File: config.mk
export PLATFORM = sky130hd
export DESIGN_NAME = itrp_lookup
export DESIGN_NICKNAME = d
export VERILOG_FILES = /design/src/rtl/core/itrp_pkg.sv /design/src/rtl/core/itrp_lookup.sv
export SDC_FILE = /design/constraint.sdc
export NUM_CORES = 1
export LEC_CHECK = 0
export BUFFER_PORTS_ARGS = -buffer_cell sky130_fd_sc_hd__buf_2
export CAP_MARGIN = 15
export CORE_MARGIN = 2
export CORE_UTILIZATION = 25
export CTS_CLUSTER_SIZE = 40
export DETAILED_ROUTE_END_ITERATION = 8
export GPL_TIMING_DRIVEN = 0
export PLACE_DENSITY = 0.53
export SLEW_MARGIN = 10
export SYNTH_ARGS = -nofsm -noshare
export SYNTH_HDL_FRONTEND = slang
export SYNTH_SLANG_ARGS = --single-unit
File: constraint.sdc
create_clock -name clk_i -period 4.5 [get_ports clk_i]
set_input_delay 0 -clock clk_i [delete_from_list [all_inputs] [get_ports clk_i]]
set_output_delay 0 -clock clk_i [all_outputs]
set_load 0.02 [all_outputs]
File: src/rtl/core/itrp_pkg.sv
// Shared types and constants of the indexed text record parser.
package itrp_pkg;

  // Field widths of the result ports
  localparam int unsigned NUM_W      = 16;
  localparam int unsigned LEN_W      = 16;
  localparam int unsigned OFFSET_O_W = 20;
  localparam int unsigned SLOT_W     = 10;

  // Function codes of an input transaction
  localparam logic FUNC_PARSE  = 1'b0;
  localparam logic FUNC_LOOKUP = 1'b1;

  // Result kinds
  localparam logic KIND_PARSE  = 1'b0;
  localparam logic KIND_LOOKUP = 1'b1;

  // Result status codes
  localparam logic [1:0] STATUS_OK        = 2'd0;
  localparam logic [1:0] STATUS_NOT_FOUND = 2'd1;
  localparam logic [1:0] STATUS_DROPPED   = 2'd2;

  // Byte codes recognised by the parser
  localparam logic [7:0] BYTE_STOP  = 8'd26;
  localparam logic [7:0] BYTE_AT    = 8'h40;
  localparam logic [7:0] BYTE_COLON = 8'h3A;
  localparam logic [7:0] BYTE_SPACE = 8'h20;
  localparam logic [7:0] BYTE_ZERO  = 8'd48;
  localparam logic [7:0] DEC_BASE   = 8'd10;

  // Saturation limits
  localparam logic [NUM_W-1:0] NUM_MAX = '1;
  localparam logic [LEN_W-1:0] LEN_MAX = '1;

  // Parser modes
  typedef enum logic [1:0] {
    PM_SCAN,
    PM_DIGITS,
    PM_TEXT,
    PM_STOP
  } parse_mode_e;

  // Lookup sequencer states
  typedef enum logic {
    LK_IDLE,
    LK_SCAN
  } lookup_state_e;

  // One result transaction
  typedef struct packed {
    logic                  kind;
    logic [1:0]            status;
    logic [NUM_W-1:0]      number;
    logic [OFFSET_O_W-1:0] offset;
    logic [LEN_W-1:0]      length;
    logic [SLOT_W-1:0]     slot;
  } result_t;

endpackage

File: src/rtl/core/itrp_lookup.sv
// Lookup sequencer: scans stored entries in slot order through the read port.
module itrp_lookup #(
  parameter int unsigned TABLE_DEPTH = 1024,
  parameter int unsigned OFFSET_BITS = 20,
  localparam int unsigned IDX_W   = $clog2(TABLE_DEPTH),
  localparam int unsigned CNT_W   = $clog2(TABLE_DEPTH + 1),
  localparam int unsigned ENTRY_W = 2 * itrp_pkg::NUM_W + OFFSET_BITS
) (
  input  logic                       clk_i,
  input  logic                       rst_ni,
  input  logic                       start_i,
  input  logic [itrp_pkg::NUM_W-1:0] query_i,
  input  logic [CNT_W-1:0]           count_i,
  output logic                       re_o,
  output logic [IDX_W-1:0]           raddr_o,
  input  logic [ENTRY_W-1:0]         rdata_i,
  output logic                       busy_o,
  output logic                       res_valid_o,
  output itrp_pkg::result_t          res_o
);

  import itrp_pkg::*;

  lookup_state_e    state_q, state_d;
  logic [CNT_W-1:0] idx_q, idx_d;
  logic             rd_valid_q, rd_valid_d;
  logic [IDX_W-1:0] rd_slot_q;
  logic [NUM_W-1:0] query_q;

  logic                   issue;
  logic                   hit;
  logic                   miss_done;
  logic [NUM_W-1:0]       ent_number;
  logic [OFFSET_BITS-1:0] ent_offset;
  logic [LEN_W-1:0]       ent_length;

  // Unpack the entry read last cycle
  assign ent_number = rdata_i[ENTRY_W-1 -: NUM_W];
  assign ent_offset = rdata_i[LEN_W +: OFFSET_BITS];
  assign ent_length = rdata_i[LEN_W-1:0];

  assign issue     = (state_q == LK_SCAN) && (idx_q != count_i);
  assign hit       = (state_q == LK_SCAN) && rd_valid_q && (ent_number == query_q);
  assign miss_done = (state_q == LK_SCAN) && !hit && (idx_q == count_i);

  // Next state
  always_comb begin
    state_d    = state_q;
    idx_d      = idx_q;
    rd_valid_d = 1'b0;
    case (state_q)
      LK_IDLE: begin
        if (start_i) begin
          state_d = LK_SCAN;
          idx_d   = '0;
        end
      end
      LK_SCAN: begin
        if (hit || miss_done) begin
          state_d = LK_IDLE;
        end else begin
          rd_valid_d = issue;
          if (issue) begin
            idx_d = idx_q + 1'b1;
          end
        end
      end
      default: begin
        state_d = LK_IDLE;
      end
    endcase
  end

  // Outputs
  always_comb begin
    re_o        = issue;
    raddr_o     = idx_q[IDX_W-1:0];
    busy_o      = (state_q != LK_IDLE);
    res_valid_o = hit || miss_done;
    res_o.kind  = KIND_LOOKUP;
    if (hit) begin
      res_o.status = STATUS_OK;
      res_o.number = query_q;
      res_o.offset = OFFSET_O_W'(ent_offset);
      res_o.length = ent_length;
      res_o.slot   = SLOT_W'(rd_slot_q);
    end else begin
      res_o.status = STATUS_NOT_FOUND;
      res_o.number = '0;
      res_o.offset = '0;
      res_o.length = '0;
      res_o.slot   = '0;
    end
  end

  // Control registers
  always_ff @(posedge clk_i or negedge rst_ni) begin
    if (!rst_ni) begin
      state_q    <= LK_IDLE;
      idx_q      <= '0;
      rd_valid_q <= 1'b0;
    end else begin
      state_q    <= state_d;
      idx_q      <= idx_d;
      rd_valid_q <= rd_valid_d;
    end
  end

  // Hold the query and tag the slot in flight
  always_ff @(posedge clk_i) begin
    if (start_i && (state_q == LK_IDLE)) begin
      query_q <= query_i;
    end
    rd_slot_q <= idx_q[IDX_W-1:0];
  end

endmodule

==> metrics.cfg, run 1 <==
[finish]
nets = 501
drive_gt1_frac = 0.4654
multiInputGateArea_sq_um = 1210
final_core_util = 0.3919
fin_cells = 548
design_area_sq_um = 3621
syn_to_final_growth_pct = 52.56
fill_cells = 946
area.sequential_sq_um = 1006
diodes = 0

[cts]
clk_latency_ns = 0.30
cts_tree = built
cts_buffers = 5
cts_resized = 0
cts_root_buffer = clkbuf_8
clk_pin_slew_ns = 0.08
clock_sinks = 39
cts.path.max_buffers = 2
ctsHtreeMaxLevel = 2

[die]
fp.dieH_um = 101.4
rows = 35
die-area_sq_um = 10290
die_w_um = 101.4
start_util = 0.2569
pin_count = 160
core_area_sq_um = 9240

[drt]
wl_per_cell_um = 12.71
dr.pass1.iters = 4
routed_wirelength_mm = 6.965
drtIter0Drc = 50
vias = 2289
antenna_left = 0
vias_per_cell = 4.177
drc = 0

[sta]
fmax_ghz = 0.4201
min_period_over_period = 0.5289
worstMarginPinSlew_ns = 0.5439
rsz0062_at_grt = false
hold_viol_final = 0
fin_tns_setup_ns = 0
slew_violations = 0
finalCriticalPeriod_ns = 2.380
hold_ws_ns = 0.003794
relSlewSlack = 0.6360
setup-violations-final = 0
fin_worst_skew_ns = 0.005463

[power]
power.density_nw_per_um2 = 329.7
ir_drop_mv = 0.1465
cellLeakagePower_nw = 1.781

[yosys]
yosysWarnings = 0
synth.largest_area_cell = edfxtp_1
async_reset_ff_frac = 0.3333
synth_flop_cell = edfxtp_1
yosysSeqAreaShare = 0.4238
synth_commonest_cells = and2_1, xor2_1, edfxtp_1
synth_cell_type_count = 42
syn_nets = 319
synthTopCellsByArea = edfxtp_1, and2_1, dfrtp_1
synth-edff-count = 16
syn_area_per_cell_sq_um = 10.06
synth_seq_cells = 39
syn_area_sq_um = 2374
yosysTopAreaCellShare = 0.2024
synthesis.instances = 236
synth.most_common_cell = and2_1

[grt]
grt_pass1_wl_mm = 10.38
grt.total_usage = 0.1300
grt_max_degree = 14
grt_pass1_vias = 2150
overflow = 0
antenna_found_initial = 0

[place]
dpl_cell_area_sq_um = 3338
place_inst = 523
gp_congestion = 0.7675
io_buffer_count = 157
dp_hpwl_mm = 5.526

[critical_path]
required_ns = 4.50
crit_path_end_kind = primary output
max_stage_delay_ns = 0.39
cp.arrival_ns = 2.38
crit_type = reg2out
critPathTopFamily = simple AND/OR/NAND/NOR gates
crit_path_cell_trace = xor2_1, nor4_4, nand4_4, nor2_4, clkbuf_1, and2_1, buf_2
critPathBufInv = 2
ff2ff_path_depth = 7
worstSetupStartpointType = flip-flop
cp_slowest_cell = edfxtp_1
worstSetupPathDepth = 7
cp_max_fo = 10

[outcome]
status = finished clean

[run]
maxCapViolCount = 0

[hold_path]
worstHoldPathType = in2reg
holdPathStages = 2

==> repair_timing <==
action	in CTS	in global routing
buffers inserted	0	0
hold buffers	17	0
hold endpoints to repair	29	0
==> per-stage QoR <==
step | worst slack (ns) | power (mW)
CTS | 1.966 | 1.208
finish | 2.120 | 1.194
global route | 1.859 | 1.275
detailed placement | 2.298 | 0.9035
floorplan | 2.502 | 0.7727
global placement | 1.977 | 0.8968
==> worst reg2reg max path, cell delays in order (launching register included) <==
cell and delay (ns):
dfrtp_1 0.49, xor2_1 0.22, nor4_2 0.40, nand3_2 0.19, o21ai_4 0.15, buf_6 0.19
xor2_1 0.15, o22ai_1 0.09
==> placed cells by master (no fill, tap or decap), types with 4 or more instances in the layout <==
| cell | synthesis | routed |
|---|---|---|
| and2_1 | 64 | 64 |
| a21oi_1 | 4 | 4 |
| xnor2_1 | 4 | 4 |
| clkbuf_1 | 7 | 7 |
| dfrtp_1 | 13 | 13 |
| dlygate4sd3_1 | 0 | 17 |
| inv_1 | 5 | 5 |
| buf_2 | 2 | 159 |
| buf_4 | 12 | 12 |
| edfxtp_1 | 16 | 16 |
| or3_1 | 6 | 6 |
| clkbuf_8 | 0 | 6 |
| dfxtp_1 | 10 | 10 |
| xor2_1 | 24 | 24 |
| nand3_1 | 11 | 11 |
| nand2_1 | 11 | 11 |
==> logic make-up (layout without fill, tap and decap cells) <==
family | Yosys count | in the layout | synth area share
adders and majority gates | 1 | 1 | 0.005271
muxes | 2 | 2 | 0.008435
and+or+nand+nor | 118 | 118 | 0.3274
xor gates and xnor gates | 28 | 28 | 0.1033
DFF | 39 | 39 | 0.4238
buffers and inverters | 28 | 211 | 0.06748
other | 2 | 2 | 0.003164
AOI/OAI and AO/OA | 18 | 18 | 0.06115
==> power by group <==
group / total (mW) / internal (mW) / switching (mW)
clock network: 0.292 / 0.157 / 0.134
registers: 0.531 / 0.442 / 0.0886
logic: 0.371 / 0.194 / 0.177
==> final cells by class <==
| type | instances | area share |
|---|---|---|
| clock buffer | 7 | 0.02972 |
| inverter | 5 | 0.005183 |
| clock inverter | 1 | 0.001382 |
| multi-input combinational | 169 | 0.3341 |
| timing repair buffer | 175 | 0.2681 |
| buffer | 23 | 0.03905 |
| sequential | 39 | 0.2778 |
| tap | 129 | 0.04458 |
==> worst paths after layout <==
kind                                       start                   end  slack, ns
min                                      start_i  idx_q[0]$_DFFE_PN0P_      0.004
min in group asynchronous                 rst_ni  idx_q[5]$_DFFE_PN0P_       0.12
min reg2reg                 idx_q[7]$_DFFE_PN0P_  rd_slot_q[7]$_DFF_P_       0.40
max reg2reg                 idx_q[0]$_DFFE_PN0P_  idx_q[0]$_DFFE_PN0P_       2.49
max                        query_q[15]$_DFFE_PP_             res_o[53]       2.12
max in group asynchronous                 rst_ni  idx_q[3]$_DFFE_PN0P_       4.13
==> flip-flops by register name (all words and copies together), names as in the netlist <==
register    count
query_q        16
idx_q          11
rd_slot_q      10
busy_o          1
rd_valid_q      1
==> per-layer routing <==
metal  up-vias  track usage  wire length (um)
met2       105       0.2394              3498
met5         -            0                 0
met3         7      0.02761               484
met1      1033       0.1524              2902
li1       1144            -                 -
met4         0      0.03430                79
Power figures use the tool's default switching activity.
==> inputs of run 2 (changes only) <==
==> constraint.sdc (replaced) <==
create_clock -name clk_i -period 2.35 [get_ports clk_i]
set_input_delay 0 -clock clk_i [delete_from_list [all_inputs] [get_ports clk_i]]
set_output_delay 0 -clock clk_i [all_outputs]
set_load 0.02 [all_outputs]
==> run 2 against run 1 <==
  * Sequential power rose by 92%
  * Global-route usage did not move
  * Final area rose by 1.1%
  * Critical endpoint is now res_o[8]
==> metrics.cfg, run 2 (synthesized netlist as in run 1, its figures left out) <==
[outcome]
status = finished clean

[die]
die-area_sq_um = 10290  ; unchanged
die_w_um = 101.4  ; unchanged
fp.dieH_um = 101.4  ; unchanged
pin_count = 160  ; unchanged
core_area_sq_um = 9240  ; unchanged
start_util = 0.2569  ; unchanged
rows = 35  ; unchanged

[finish]
mostFrequentLayoutCells = buf_2, and2_1, xor2_1, dlygate4sd3_1
area.sequential_sq_um = 1006  ; unchanged
design_area_sq_um = 3661  ; +1.1%
top_register = query_q
diodes = 0  ; unchanged
syn_to_final_growth_pct = 54.24
multiInputGateArea_sq_um = 1210  ; unchanged
final_common_cell = buf_2
nets = 505  ; +0.80%
drive_gt1_frac = 0.4846  ; +0.01924
largestRegisters = query_q: 16 flops, idx_q: 11 flops, rd_slot_q: 10 flops
largest_register_ffs = 16  ; unchanged
fill_cells = 946  ; unchanged

[sta]
fmax_ghz = 0.4666
rsz0062_at_grt = false
slew_violations = 0  ; unchanged
fin_worst_skew_ns = 0.005338  ; -0.0001247 ns
worstMarginPinSlew_ns = 0.5290  ; -0.01496 ns
fin_ws_ns = 0.2070  ; -1.913 ns
min_period_over_period = 0.9119
relSlewSlack = 0.6460  ; +0.01001
finalCriticalPeriod_ns = 2.143
setup-violations-final = 0  ; unchanged
hold_viol_final = 0  ; unchanged

[critical_path]
reg2reg_slack_ns = 0.34  ; -2.15 ns
crit_type = reg2out
worstSetupStartpointType = flip-flop
cp_slowest_cell = edfxtp_1
cp_max_fo = 10  ; unchanged
critPathTopFamily = simple AND/OR/NAND/NOR gates
ff2ff_path_depth = 7  ; unchanged
cp.arrival_ns = 2.14  ; -0.24 ns
crit_path_cell_trace = xor2_1, nor4_4, nand4_4, nor2_4, buf_4, clkbuf_4, and2_1, buf_2
r2r_start = idx_q[0]$_DFFE_PN0P_
crit_path_end_kind = primary output
r2r-end = idx_q[0]$_DFFE_PN0P_
required_ns = 2.35  ; -2.15 ns
critPathBufInv = 3  ; +1
max_stage_delay_ns = 0.40  ; about the same

[place]
dp_hpwl_mm = 5.526  ; unchanged
dpl_cell_area_sq_um = 3338  ; unchanged
gp_congestion = 0.7675  ; unchanged
io_buffer_count = 157  ; unchanged
place_ws_ns = 0.1480  ; -2.150 ns

[hold_path]
worstHoldPathType = in2reg
holdPathStages = 2  ; unchanged
hold-path-endpoint = idx_q[0]$_DFFE_PN0P_
hp-start = start_i

[power]
ir_drop_mv = 0.2834  ; +94%
power.density_nw_per_um2 = 624.7  ; +89%
cellLeakagePower_nw = 1.823  ; +2.3%

[grt]
grt.met3_usage = 0.02761  ; unchanged
grt_max_degree = 14  ; unchanged
antenna_found_initial = 0  ; unchanged
globalRouteMet2Util = 0.2394  ; unchanged
grt_use_met1 = 0.1524  ; unchanged
grt-busiest-layer = met2
grt_pass1_vias = 2160  ; +0.47%
grt_pass1_wl_mm = 10.38  ; about the same
grt.total_usage = 0.1300  ; unchanged
overflow = 0  ; unchanged

[cts]
cts_tree = built
cts_buffers = 5  ; unchanged
ctsHtreeMaxLevel = 2  ; unchanged
clock_sinks = 39  ; unchanged
cts_root_buffer = clkbuf_8
cts.path.max_buffers = 2  ; unchanged
clk_latency_ns = 0.30  ; about the same
clk_pin_slew_ns = 0.08  ; about the same

[drt]
routed_wirelength_mm = 6.985  ; +0.29%
drc = 0  ; unchanged
wl_per_cell_um = 12.65  ; -0.44%
dr.pass1.iters = 4  ; unchanged
antenna_left = 0  ; unchanged
vias_per_cell = 4.203  ; +0.62%
drtIter0Drc = 54  ; +8.0%
vias = 2320  ; +1.4%

[run]
maxCapViolCount = 0  ; unchanged

-- run 2: cell count changes in the layout (fill, tap and decap cells not counted), sizes merged --
cell	before	now
buf	174	178
-- run 2: cell type report --
cell class / instances / share of cell area
clock inverters: 1 / 0.001367
clock buffers: 7 / 0.02939
inverters: 5 / 0.005126
plain buffers: 23 / 0.04135
multi-input cells: 169 / 0.3305
repair buffers: 179 / 0.2734
flip-flops and latches: 39 / 0.2748
well taps: 129 / 0.04409
-- run 2: report_power, final --
| part | switching, mW | total [mW] | internal [mW] | leakage [nW] |
|---|---|---|---|---|
| Sequential | 0.170 | 1.02 | 0.847 | 0.368 |
| Combinational | 0.338 | 0.709 | 0.371 | 1.40 |
| Clock | 0.259 | 0.560 | 0.301 | 0.0594 |
| Total | 0.768 | 2.29 | 1.52 | 1.82 |
-- run 2: what timing repair did --
item,in CTS,in global routing
pin swaps,1,3
hold buffers,17,0
buffers inserted,2,2
setup endpoints to repair,31,47
endpoints found under the hold margin,29,0
resized for setup,4,6
-- run 2: worst max path at each step --
stage,start,to,slack (ns),cells past startpoint
floorplan,busy_o$_DFF_PN0_,query_q[0]$_DFFE_PP_,0.35,3
global placement,busy_o$_DFF_PN0_,query_q[15]$_DFFE_PP_,-0.17,3
detailed placement,query_q[3]$_DFFE_PP_,res_o[53],0.15,7
CTS,query_q[3]$_DFFE_PP_,res_o[16],0.01,8
global route,query_q[4]$_DFFE_PP_,res_o[8],0.02,8
finish,query_q[4]$_DFFE_PP_,res_o[8],0.21,8
-- run 2: layer usage --
layer / wire [um] / part of all wire / vias to the layer above
met5: 0 / 0 / -
met4: 78 / 0.011 / 0
met3: 483 / 0.069 / 7
met1: 2914 / 0.42 / 1052
met2: 3509 / 0.50 / 107
li1: - / - / 1154
-- run 2: through the flow --
stage          instances    util  power (mW)  TNS (ns)  hold WS, ns
2_1_floorplan        236       -       1.480         0      -0.2956
3_3_place_gp         522  0.3594       1.717    -2.758     -0.08311
3_5_place_dp         523  0.3613       1.730         0     -0.08570
4_1_cts              550  0.3940       2.312         0     0.002944
5_1_grt              552  0.3962       2.441         0     0.003622
6_report             552  0.3962       2.287         0     0.003690
