==> config.mk <==
export PLATFORM = sky130hd
export DESIGN_NAME = itrp_parser
export DESIGN_NICKNAME = d
export VERILOG_FILES = /design/src/rtl/core/itrp_pkg.sv /design/src/rtl/core/itrp_parser.sv
export SDC_FILE = /design/constraint.sdc
export NUM_CORES = 1
export LEC_CHECK = 0
export ABC_AREA = 1
export BUFFER_PORTS_ARGS = -buffer_cell sky130_fd_sc_hd__buf_4
export CAP_MARGIN = 20
export CELL_PAD_IN_SITES_DETAIL_PLACEMENT = 0
export CELL_PAD_IN_SITES_GLOBAL_PLACEMENT = 1
export CORE_ASPECT_RATIO = 0.5
export CORE_MARGIN = 1.5
export CORE_UTILIZATION = 42
export DETAILED_ROUTE_END_ITERATION = 7
export PLACE_DENSITY_LB_ADDON = 0.1
export SYNTH_ARGS = -nofsm -noshare
export SYNTH_HDL_FRONTEND = slang
export SYNTH_SLANG_ARGS = --single-unit
==> constraint.sdc <==
create_clock -name clk_i -period 5.21 [get_ports clk_i]
set_clock_uncertainty 0.05 [all_clocks]
set_input_delay 1.042 -clock clk_i [delete_from_list [all_inputs] [get_ports clk_i]]
set_output_delay 1.042 -clock clk_i [all_outputs]
set_load 0.05 [all_outputs]
==> src/rtl/core/itrp_pkg.sv <==
// Shared types and constants of the indexed text record parser.
package itrp_pkg;

  // Field widths of the result ports
  localparam int unsigned NUM_W      = 16;
  localparam int unsigned LEN_W      = 16;
  localparam int unsigned OFFSET_O_W = 20;
  localparam int unsigned SLOT_W     = 10;

  // Function codes of an input transaction
  localparam logic FUNC_PARSE  = 1'b0;
  localparam logic FUNC_LOOKUP = 1'b1;

  // Result kinds
  localparam logic KIND_PARSE  = 1'b0;
  localparam logic KIND_LOOKUP = 1'b1;

  // Result status codes
  localparam logic [1:0] STATUS_OK        = 2'd0;
  localparam logic [1:0] STATUS_NOT_FOUND = 2'd1;
  localparam logic [1:0] STATUS_DROPPED   = 2'd2;

  // Byte codes recognised by the parser
  localparam logic [7:0] BYTE_STOP  = 8'd26;
  localparam logic [7:0] BYTE_AT    = 8'h40;
  localparam logic [7:0] BYTE_COLON = 8'h3A;
  localparam logic [7:0] BYTE_SPACE = 8'h20;
  localparam logic [7:0] BYTE_ZERO  = 8'd48;
  localparam logic [7:0] DEC_BASE   = 8'd10;

  // Saturation limits
  localparam logic [NUM_W-1:0] NUM_MAX = '1;
  localparam logic [LEN_W-1:0] LEN_MAX = '1;

  // Parser modes
  typedef enum logic [1:0] {
    PM_SCAN,
    PM_DIGITS,
    PM_TEXT,
    PM_STOP
  } parse_mode_e;

  // Lookup sequencer states
  typedef enum logic {
    LK_IDLE,
    LK_SCAN
  } lookup_state_e;

  // One result transaction
  typedef struct packed {
    logic                  kind;
    logic [1:0]            status;
    logic [NUM_W-1:0]      number;
    logic [OFFSET_O_W-1:0] offset;
    logic [LEN_W-1:0]      length;
    logic [SLOT_W-1:0]     slot;
  } result_t;

endpackage

==> src/rtl/core/itrp_parser.sv <==
// Byte parser: record framing, number and length counting, table writes.
module itrp_parser #(
  parameter int unsigned TABLE_DEPTH = 1024,
  parameter int unsigned OFFSET_BITS = 20,
  localparam int unsigned IDX_W   = $clog2(TABLE_DEPTH),
  localparam int unsigned CNT_W   = $clog2(TABLE_DEPTH + 1),
  localparam int unsigned ENTRY_W = 2 * itrp_pkg::NUM_W + OFFSET_BITS
) (
  input  logic                  clk_i,
  input  logic                  rst_ni,
  input  logic                  byte_valid_i,
  input  logic [7:0]            data_byte_i,
  output logic [CNT_W-1:0]      count_o,
  output logic                  we_o,
  output logic [IDX_W-1:0]      waddr_o,
  output logic [ENTRY_W-1:0]    wdata_o,
  output logic                  res_valid_o,
  output itrp_pkg::result_t     res_o
);

  import itrp_pkg::*;

  parse_mode_e            mode_q, mode_d;
  logic [NUM_W-1:0]       acc_q, acc_d;
  logic [OFFSET_BITS-1:0] pos_q, pos_d;
  logic [OFFSET_BITS-1:0] start_q, start_d;
  logic [LEN_W-1:0]       len_q, len_d;
  logic [CNT_W-1:0]       count_q, count_d;

  logic             is_digit;
  logic             is_text;
  logic             full;
  logic             close;
  logic [7:0]       digit;
  logic [NUM_W+3:0] acc_ext;
  logic [NUM_W-1:0] acc_next;

  // Classify the byte and form the saturated decimal step
  assign is_digit = (data_byte_i >= BYTE_ZERO) && (data_byte_i < (BYTE_ZERO + DEC_BASE));
  assign is_text  = (data_byte_i >= BYTE_SPACE);
  assign digit    = data_byte_i - BYTE_ZERO;
  assign acc_ext  = (NUM_W + 4)'(acc_q) * (NUM_W + 4)'(DEC_BASE) + (NUM_W + 4)'(digit);
  assign acc_next = (acc_ext > (NUM_W + 4)'(NUM_MAX)) ? NUM_MAX : acc_ext[NUM_W-1:0];
  assign full     = (count_q == CNT_W'(TABLE_DEPTH));
  assign close    = byte_valid_i && (mode_q == PM_TEXT) && !is_text;

  // Next mode and datapath state
  always_comb begin
    mode_d  = mode_q;
    acc_d   = acc_q;
    pos_d   = pos_q;
    start_d = start_q;
    len_d   = len_q;
    count_d = count_q;
    if (byte_valid_i) begin
      case (mode_q)
        PM_SCAN: begin
          if (data_byte_i == BYTE_STOP) begin
            mode_d = PM_STOP;
          end else if (data_byte_i == BYTE_AT) begin
            acc_d  = '0;
            mode_d = PM_DIGITS;
          end
        end
        PM_DIGITS: begin
          if (is_digit) begin
            acc_d = acc_next;
          end else if (data_byte_i == BYTE_COLON) begin
            start_d = pos_q + 1'b1;
            len_d   = '0;
            mode_d  = PM_TEXT;
          end else if (data_byte_i == BYTE_STOP) begin
            mode_d = PM_STOP;
          end else begin
            mode_d = PM_SCAN;
          end
        end
        PM_TEXT: begin
          if (is_text) begin
            if (len_q != LEN_MAX) begin
              len_d = len_q + 1'b1;
            end
          end else begin
            if (!full) begin
              count_d = count_q + 1'b1;
            end
            mode_d = PM_SCAN;
          end
        end
        default: begin
          mode_d = mode_q;
        end
      endcase
      // Advance the byte position unless stopped
      if (mode_q != PM_STOP) begin
        pos_d = pos_q + 1'b1;
      end
    end
  end

  // Table write and closed-record result
  always_comb begin
    we_o        = close && !full;
    waddr_o     = count_q[IDX_W-1:0];
    wdata_o     = {acc_q, start_q, len_q};
    res_valid_o = close;
    res_o.kind   = KIND_PARSE;
    res_o.status = full ? STATUS_DROPPED : STATUS_OK;
    res_o.number = acc_q;
    res_o.offset = OFFSET_O_W'(start_q);
    res_o.length = len_q;
    res_o.slot   = full ? '0 : SLOT_W'(count_q);
  end

  // State registers
  always_ff @(posedge clk_i or negedge rst_ni) begin
    if (!rst_ni) begin
      mode_q  <= PM_SCAN;
      acc_q   <= '0;
      pos_q   <= '0;
      start_q <= '0;
      len_q   <= '0;
      count_q <= '0;
    end else begin
      mode_q  <= mode_d;
      acc_q   <= acc_d;
      pos_q   <= pos_d;
      start_q <= start_d;
      len_q   <= len_d;
      count_q <= count_d;
    end
  end

  assign count_o = count_q;

endmodule

==> metrics.md, run 1 <==
| Metric | Value |
|---|---|
| FF-to-FF path depth | 17 |
| Max-slew violation count | 0 |
| Die Wd | between 150 and 200 µm |
| Remaining antenna violation count | 0 |
| Max-Slew Margin vs Limit | a little over two fifths |
| Synth Area in Adders | between 9 and 10% |
| Data required time at the worst endpoint | 5.38 ns |
| Number of antenna violations at the first check in global routing | 0 |
| Static Leak | 4.14 nW |
| Clock sink count | 85 |
| Achievable Freq | around 270 MHz |
| Final Hold Fails | 0 |
| Aggregate routed wire length | ~16000 µm |
| Post-layout util | approximately 50% |
| Kind of critical path | flop to flop |
| Clock Tree Buf Depth | 2 |
| Via count of the first global-routing pass | 5546 |
| Endpoint, Worst Hold | start_q[6]$_DFFE_PN0P_ |
| Count of buffers inserted at the top-level ports | 148 |
| Endpoint of the worst-slack reg-to-reg timing path | acc_q[10]$_DFFE_PN0P_ |
| Average vias per placed instance | a little under 5 |
| Residual DRC | 0 |
| Compound-cell area share of the yosys netlist | 6.14% |
| Endpoint kind of the worst setup timing path | flop |
| Final GP Congestion | 0.887 |
| Clock latency of the later-clocked register in the worst-skew pair | 0.34 ns |
| Portion of the post-synthesis area used by sequential elements | 32.0% |
| Post-route minimum period | 3.72 ns |
| Estimated wirelength of the detail-placed design | roughly 13000 µm |
| Parity-gate share of the synthesized area counting xor and xnor cells | between 6 and 7% |
| Post-synth top flop | sky130_fd_sc_hd__dfrtp_1 |
| Starting utilization of the core area | 43.1% |
| CTS clk-pin slew, worst paths | ~0.07 ns |
| Min-delay worst type | flop to flop |
| Total overflow reported by the global router | 0 |
| Count of state elements after synthesis | 85 |
| Number of diodes | 0 |
| Post-synthesis async set-or-reset flop share | 100% |
| Data arrival time of the critical path | approximately 3.9 ns |
| Worst vdd ir | just under 0.2 mV |
| Overall via count from detail_route | slightly below 6000 |
| Final number of setup-violating endpoints | 0 |
| Placeable Area | about 0.015 mm² |
| Leading cell type in the layout, fill and taps excluded | sky130_fd_sc_hd__nand2_1 |
| Largest net degree at the start of global routing | 53 |
| Worst reg2reg startpoint | acc_q[1]$_DFFE_PN0P_ |
| Nets | approximately 1100 |
| Outcome | finished, final reports clean |
| Routed len/inst | roughly 14 µm |
| Number of rows created at floorplan | 32 |
| Leading cell types in the layout, fill and taps excluded | sky130_fd_sc_hd__nand2_1 (270), sky130_fd_sc_hd__buf_4 (151), sky130_fd_sc_hd__inv_1 (106) |
| Number of buffers inserted during clock tree synthesis | 9 |
| Post-route clock period utilization | between 70% and 80% |
| Number of instances in the synthesized netlist | 920 |
| Global-route usage over all layers | 20.5% |
| Areal power density over the cells | 509 mW/mm² |
| Wire length of the first global-routing pass | around 27000 µm |
| Die footprint | between 0.015 and 0.02 mm² |
| Max-cap viol count | 0 |
| DR iter-0 viols | 290 |
| Postcts setup bufs | 0 |
| Worst reg2reg setup slack | between 1 and 1.5 ns |
| TritonCTS clock tree | done |
| Y dimension of the die | 91.9 µm |
| Depth of the CTS H-tree | 3 |
| Length of routed wiring on met1 | 8200 µm |
| Crit path max fanout | 16 |
| Combinational family with the most area after synthesis | simple AND/OR/NAND/NOR gates |
| Number of optimization iterations in the first detailed-route pass | 5 |
| Startpoint of the most critical hold path | start_q[6]$_DFFE_PN0P_ |
| Fraction of the mapped netlist area in simple logic gates | just over 30% |
| Synth warnings | 0 |
| Highest signal layer in the routed design | met4 |
| Total negative setup slack | 0 ns |
| Fraction of final layout cells sized beyond drive strength 1 | between 10% and 20% |
| Number of distinct library cell variants in the gate-level netlist after synthesis | 38 |
| Combined area of all synthesized cells | between 0.006 and 0.007 mm² |
| Setup repair after global routing missed its margin | false |
| Met3 layer wire length in the routed design | between 500 and 600 µm |
| Root buffer cell | sky130_fd_sc_hd__clkbuf_16 |
| I/O pin count | 151 |
| Number of flops mapped to enable cells by yosys | 0 |
| Met2 wire len | ~7600 µm |
| Post-CTS Hold Fix Bufs | 0 |
| Multiplexer share of the synthesized area | 0% |
| Post_cts resized | 0 |
| Critical path startpoint category | flop |
| Worst hold path stage count | 2 |
| Average size of a mapped cell | between 7 and 8 µm² |
| Transition at the pin with the smallest max-transition slack | approximately 0.84 ns |
| Layout overhead on the synthesized area | 16.1% |
[critical path: stages, from the launching register on]
cell and delay, ns:
sky130_fd_sc_hd__dfrtp_1 0.46, sky130_fd_sc_hd__ha_1 0.33, sky130_fd_sc_hd__ha_1 0.26, sky130_fd_sc_hd__fa_1 0.46
sky130_fd_sc_hd__xor2_1 0.17, sky130_fd_sc_hd__ha_1 0.37, sky130_fd_sc_hd__nand2_1 0.10, sky130_fd_sc_hd__o21a_1 0.19
sky130_fd_sc_hd__nand2_1 0.10, sky130_fd_sc_hd__nand3_1 0.14, sky130_fd_sc_hd__nor2_2 0.14, sky130_fd_sc_hd__nand3_1 0.09
sky130_fd_sc_hd__nand2_1 0.06, sky130_fd_sc_hd__nand2_1 0.08, sky130_fd_sc_hd__nor2_4 0.32, sky130_fd_sc_hd__nand4_1 0.16
sky130_fd_sc_hd__nand2_1 0.09, sky130_fd_sc_hd__nand2_1 0.05
[layout make-up]
type | instances | area, µm²
Clock buffer | 9 | 225
Fill cell | 1571 | 7700
Sequential cell | 85 | 2130
Tap cell | 204 | 255
Clock inverter | 7 | 56.3
Inverter | 108 | 405
Multi-Input combinational cell | 639 | 3510
Timing Repair Buffer | 151 | 1130
[worst max path at each step]
stage                    startpoint  depth (start not counted)                    end  slack [ns]
6_report       acc_q[1]$_DFFE_PN0P_                         17  acc_q[10]$_DFFE_PN0P_        1.49
5_1_grt        acc_q[1]$_DFFE_PN0P_                         18  acc_q[11]$_DFFE_PN0P_        1.17
3_3_place_gp   acc_q[1]$_DFFE_PN0P_                         17   acc_q[5]$_DFFE_PN0P_        1.59
2_1_floorplan        data_byte_i[6]                          7                   we_o        1.02
4_1_cts        acc_q[1]$_DFFE_PN0P_                         17  acc_q[11]$_DFFE_PN0P_        1.49
3_5_place_dp   acc_q[1]$_DFFE_PN0P_                         17  acc_q[11]$_DFFE_PN0P_        1.50
[sequential cells by signal, indices dropped and copies added (netlist names)]
register	count
mode_q	2
count_o	11
pos_q	20
start_q	20
len_q	16
acc_q	16
[report_power, final]
group	leakage [nW]	switching [mW]	internal [mW]
Sequential	1.15	0.176	0.788
Combinational	2.85	1.58	0.772
Clock	0.130	0.286	0.329
[routing by layer]
layer | GRT usage, % | vias to the layer above
met2 | 34.7 | 111
li1 | - | 3010
met1 | 27.9 | 2720
met3 | 3.22 | 11
met4 | 3.92 | 0
met5 | 0 | -
[per-stage QoR]
| stage | total power [mW] | hold WS [ns] | setup WS (ns) | cells | instance area (µm²) |
|---|---|---|---|---|---|
| floorplan | 2.84 | 0.423 | 1.02 | 921 | 6650 |
| global placement | 3.31 | 0.437 | 1.59 | 1187 | 7430 |
| detailed placement | 3.31 | 0.439 | 1.50 | 1187 | 7430 |
| CTS | 3.95 | 0.455 | 1.49 | 1203 | 7710 |
| global route | 4.26 | 0.487 | 1.17 | 1203 | 7710 |
| finish | 3.93 | 0.453 | 1.49 | 1203 | 7710 |
[cells in the mapped netlist (3+ instances only)]
master	instances	share of area [%]
sky130_fd_sc_hd__nand2_2	13	1.2
sky130_fd_sc_hd__nand2_1	270	15
sky130_fd_sc_hd__ha_1	46	8.7
sky130_fd_sc_hd__inv_1	106	6.0
sky130_fd_sc_hd__o21ai_0	43	3.2
sky130_fd_sc_hd__a21oi_1	22	1.7
sky130_fd_sc_hd__nand3_1	51	3.8
sky130_fd_sc_hd__buf_6	3	0.51
sky130_fd_sc_hd__nor3_1	19	1.4
sky130_fd_sc_hd__xor2_1	35	4.6
sky130_fd_sc_hd__o31ai_1	4	0.45
sky130_fd_sc_hd__xnor2_1	15	2.0
sky130_fd_sc_hd__nor2_1	52	2.9
sky130_fd_sc_hd__nand3_2	5	0.75
sky130_fd_sc_hd__dfrtp_1	85	32
sky130_fd_sc_hd__clkbuf_1	17	0.96
sky130_fd_sc_hd__nor2_2	9	0.85
sky130_fd_sc_hd__nand4_1	34	3.2
sky130_fd_sc_hd__buf_4	65	7.3
[cell families after synthesis]
| logic type | after synthesis |
|---|---|
| AOI/OAI and AO/OA | 76 |
| adders and majority gates | 48 |
| and+or+nand+nor | 463 |
| buffers and inverters | 197 |
| other | 1 |
| xor gates and xnor gates | 50 |
| DFF | 85 |
(Power assumes the default switching activity.)
==> run 2: changes to the inputs <==
Settings changed: CORE_UTILIZATION 42 to 36.
Clock period 5.21 ns to 3.29 ns, I/O delays scaled along.
==> metrics.md, run 2 (synthesized netlist as in run 1, its figures left out) <==
| Metric | Value |
|---|---|
| Outcome | finished, final reports clean |
| Biggest regs | pos_q x20, start_q x20 |
| Die footprint | about 0.019 mm² |
| Residual DRC | 0 |
| Estimated wirelength of the detail-placed design | between 10000 and 15000 µm |
| Placeable Area | 0.0177 mm² |
| Setup repair after global routing missed its margin | true |
| Critical path startpoint category | flop |
| Number of buffers inserted during clock tree synthesis | 9 |
| Top delay family on crit path | adder cells |
| Final-layout worst hold slack | roughly 0.28 ns |
| Most prevalent standard cell on the critical path | sky130_fd_sc_hd__nand2_2 |
| Remaining antenna violation count | 0 |
| I/O pin count | ~150 |
| Areal power density over the cells | 848 mW/mm² |
| Crit path max fanout | 8 |
| Layout overhead on the synthesized area | 25.6% |
| Wire length of the first global-routing pass | ~29000 µm |
| Leading cell type in the layout, fill and taps excluded | sky130_fd_sc_hd__nand2_1 |
| Leading cell types in the layout, fill and taps excluded | sky130_fd_sc_hd__nand2_1 (252), sky130_fd_sc_hd__buf_4 (171), sky130_fd_sc_hd__inv_1 (105) |
| Buffer and inverter count on the worst path | 1 |
| Endpoint kind of the worst setup timing path | flop |
| Kind of critical path | flop to flop |
| Static Leak | roughly 4.3 nW |
| Post-route minimum period | ~3.2 ns |
| Clock sink count | 85 |
| Count of buffers inserted at the top-level ports | between 100 and 150 |
| Number of standard cells in the layout, taps in and fillers out | between 1000 and 1500 |
| Aggregate routed wire length | 18000 µm |
| Clock Tree Buf Depth | 2 |
| Clock latency of the later-clocked register in the worst-skew pair | 0.34 ns |
| Placed instance area | approximately 0.0077 mm² |
| Number of diodes | 0 |
| TritonCTS clock tree | done |
| Via count of the first global-routing pass | 5705 |
| Final GP Congestion | 0.859 |
| Overall via count from detail_route | around 6000 |
| Transition at the pin with the smallest max-transition slack | around 0.85 ns |
| Final Cell Area | roughly 0.0083 mm² |
| Global-route usage over all layers | between 10% and 20% |
| Max-slew violation count | 0 |
| Post-layout util | 47.2% |
| Starting utilization of the core area | 37.5% |
| Final number of setup-violating endpoints | 0 |
| Number of antenna violations at the first check in global routing | 0 |
| Data arrival time of the critical path | roughly 3.4 ns |
| Nets | approximately 1100 |
| Die Wd | a little under 200 µm |
| Total overflow reported by the global router | 0 |
| Routed len/inst | between 10 and 15 µm |
| Max stage delay cell, worst path | sky130_fd_sc_hd__dfrtp_2 |
| Depth of the CTS H-tree | 3 |
| Max-cap viol count | 0 |
| Cell count after placement | around 1200 |
| Min-delay worst type | primary input to async pin |
| Root buffer cell | sky130_fd_sc_hd__clkbuf_16 |
| Post-CTS Hold Fix Bufs | 0 |
| Number of optimization iterations in the first detailed-route pass | 4 |
| Number of rows created at floorplan | 34 |
| Cells along the critical path | ha_4 -> ha_4 -> fa_2 -> xor2_2 -> ha_4 -> nand2_2 -> o21a_1 -> nand2_2 -> nand3_4 -> nor2_4 -> nand3_2 -> nand2_2 -> nand2_2 -> nor2_4 -> clkbuf_16 -> nand4_1 -> nand2_1 -> nand2_1 |
| CTS clk-pin slew, worst paths | about 0.070 ns |
| Fraction of final layout cells sized beyond drive strength 1 | 27.5% |
| Largest net degree at the start of global routing | 47 |
| DR iter-0 viols | about 220 |
| Final Hold Fails | 0 |
| Max-Slew Margin vs Limit | 43.5% |
| Y dimension of the die | a little under 100 µm |
| Data required time at the worst endpoint | approximately 3.5 ns |
| Post-route clock period utilization | 96.6% |
| Slowest cell delay on critical path | 0.45 ns |
| Average vias per placed instance | 4.77 |
| Achievable Freq | approximately 310 MHz |
| Fill cells | 1758 |
| Worst vdd ir | 0.351 mV |
==> run 2: cell type report <==
class                           instances  area, µm²  share of cell area [%]
Inverter                              108        405                    4.86
Clock inverter                          7       67.6                   0.810
Multi-Input combinational cell        641       3890                    46.6
Sequential cell                        85       2140                    25.6
Timing Repair Buffer                  173       1330                    15.9
Tap cell                              234        293                    3.51
Clock buffer                            9        225                    2.70
==> run 2: path summary, 6_finish.rpt <==
check | startpoint | endpoint | cells after the start | slack, ns
hold reg to reg | start_q[8]$_DFFE_PN0P_ | start_q[8]$_DFFE_PN0P_ | 2 | 0.45
min in group clk_i | start_q[8]$_DFFE_PN0P_ | start_q[8]$_DFFE_PN0P_ | 2 | 0.45
hold / removal | rst_ni | count_o[0]$_DFFE_PN0P_ | 1 | 0.28
max in group asynchronous | rst_ni | start_q[9]$_DFFE_PN0P_ | 2 | 2.14
setup / recovery | acc_q[3]$_DFFE_PN0P_ | acc_q[14]$_DFFE_PN0P_ | 18 | 0.11
setup reg to reg | acc_q[3]$_DFFE_PN0P_ | acc_q[14]$_DFFE_PN0P_ | 18 | 0.11
==> run 2: where the power goes <==
part	internal [mW]	leakage, nW	total [mW]	switching [mW]
Clock	0.530	0.139	0.997	0.467
Sequential	1.26	1.14	1.53	0.276
Combinational	1.66	2.98	4.54	2.89
Total	3.44	4.27	7.07	3.63
==> run 2: through the flow <==
step | setup slack, ns | power (mW) | TNS, ns
detailed placement | -0.0543 | 5.52 | -0.594
global placement | 0.00816 | 5.52 | 0
finish | 0.113 | 7.07 | 0
floorplan | 0.00438 | 4.57 | 0
global route | -0.0425 | 7.64 | -0.216
CTS | 0.00208 | 6.60 | 0
==> run 2: what timing repair did <==
item / CTS / global route
hold endpoints to repair: 0 / 0
gates resized for setup: 3 / 60
cloned: 0 / 3
pin swaps: 0 / 33
setup endpoints to repair: 16 / 16
setup buffers: 0 / 5
==> run 2: per-layer routing <==
layer,global-route usage (%),share of wire [%],vias to the layer above
met1,26.1,50,2800
met5,0,0,-
met2,30.1,46,118
met3,2.70,3.1,15
met4,3.28,1.0,0
li1,-,-,3065
==> run 2: worst register-to-register path, delay by kind of cell, from the launching register on <==
family	cells	cell delay, ns
buf+inv	1	0.18
flops	1	0.45
compound gates	1	0.17
simple gates	11	0.95
fa+ha+maj	4	1.06
xor+xnor	1	0.20
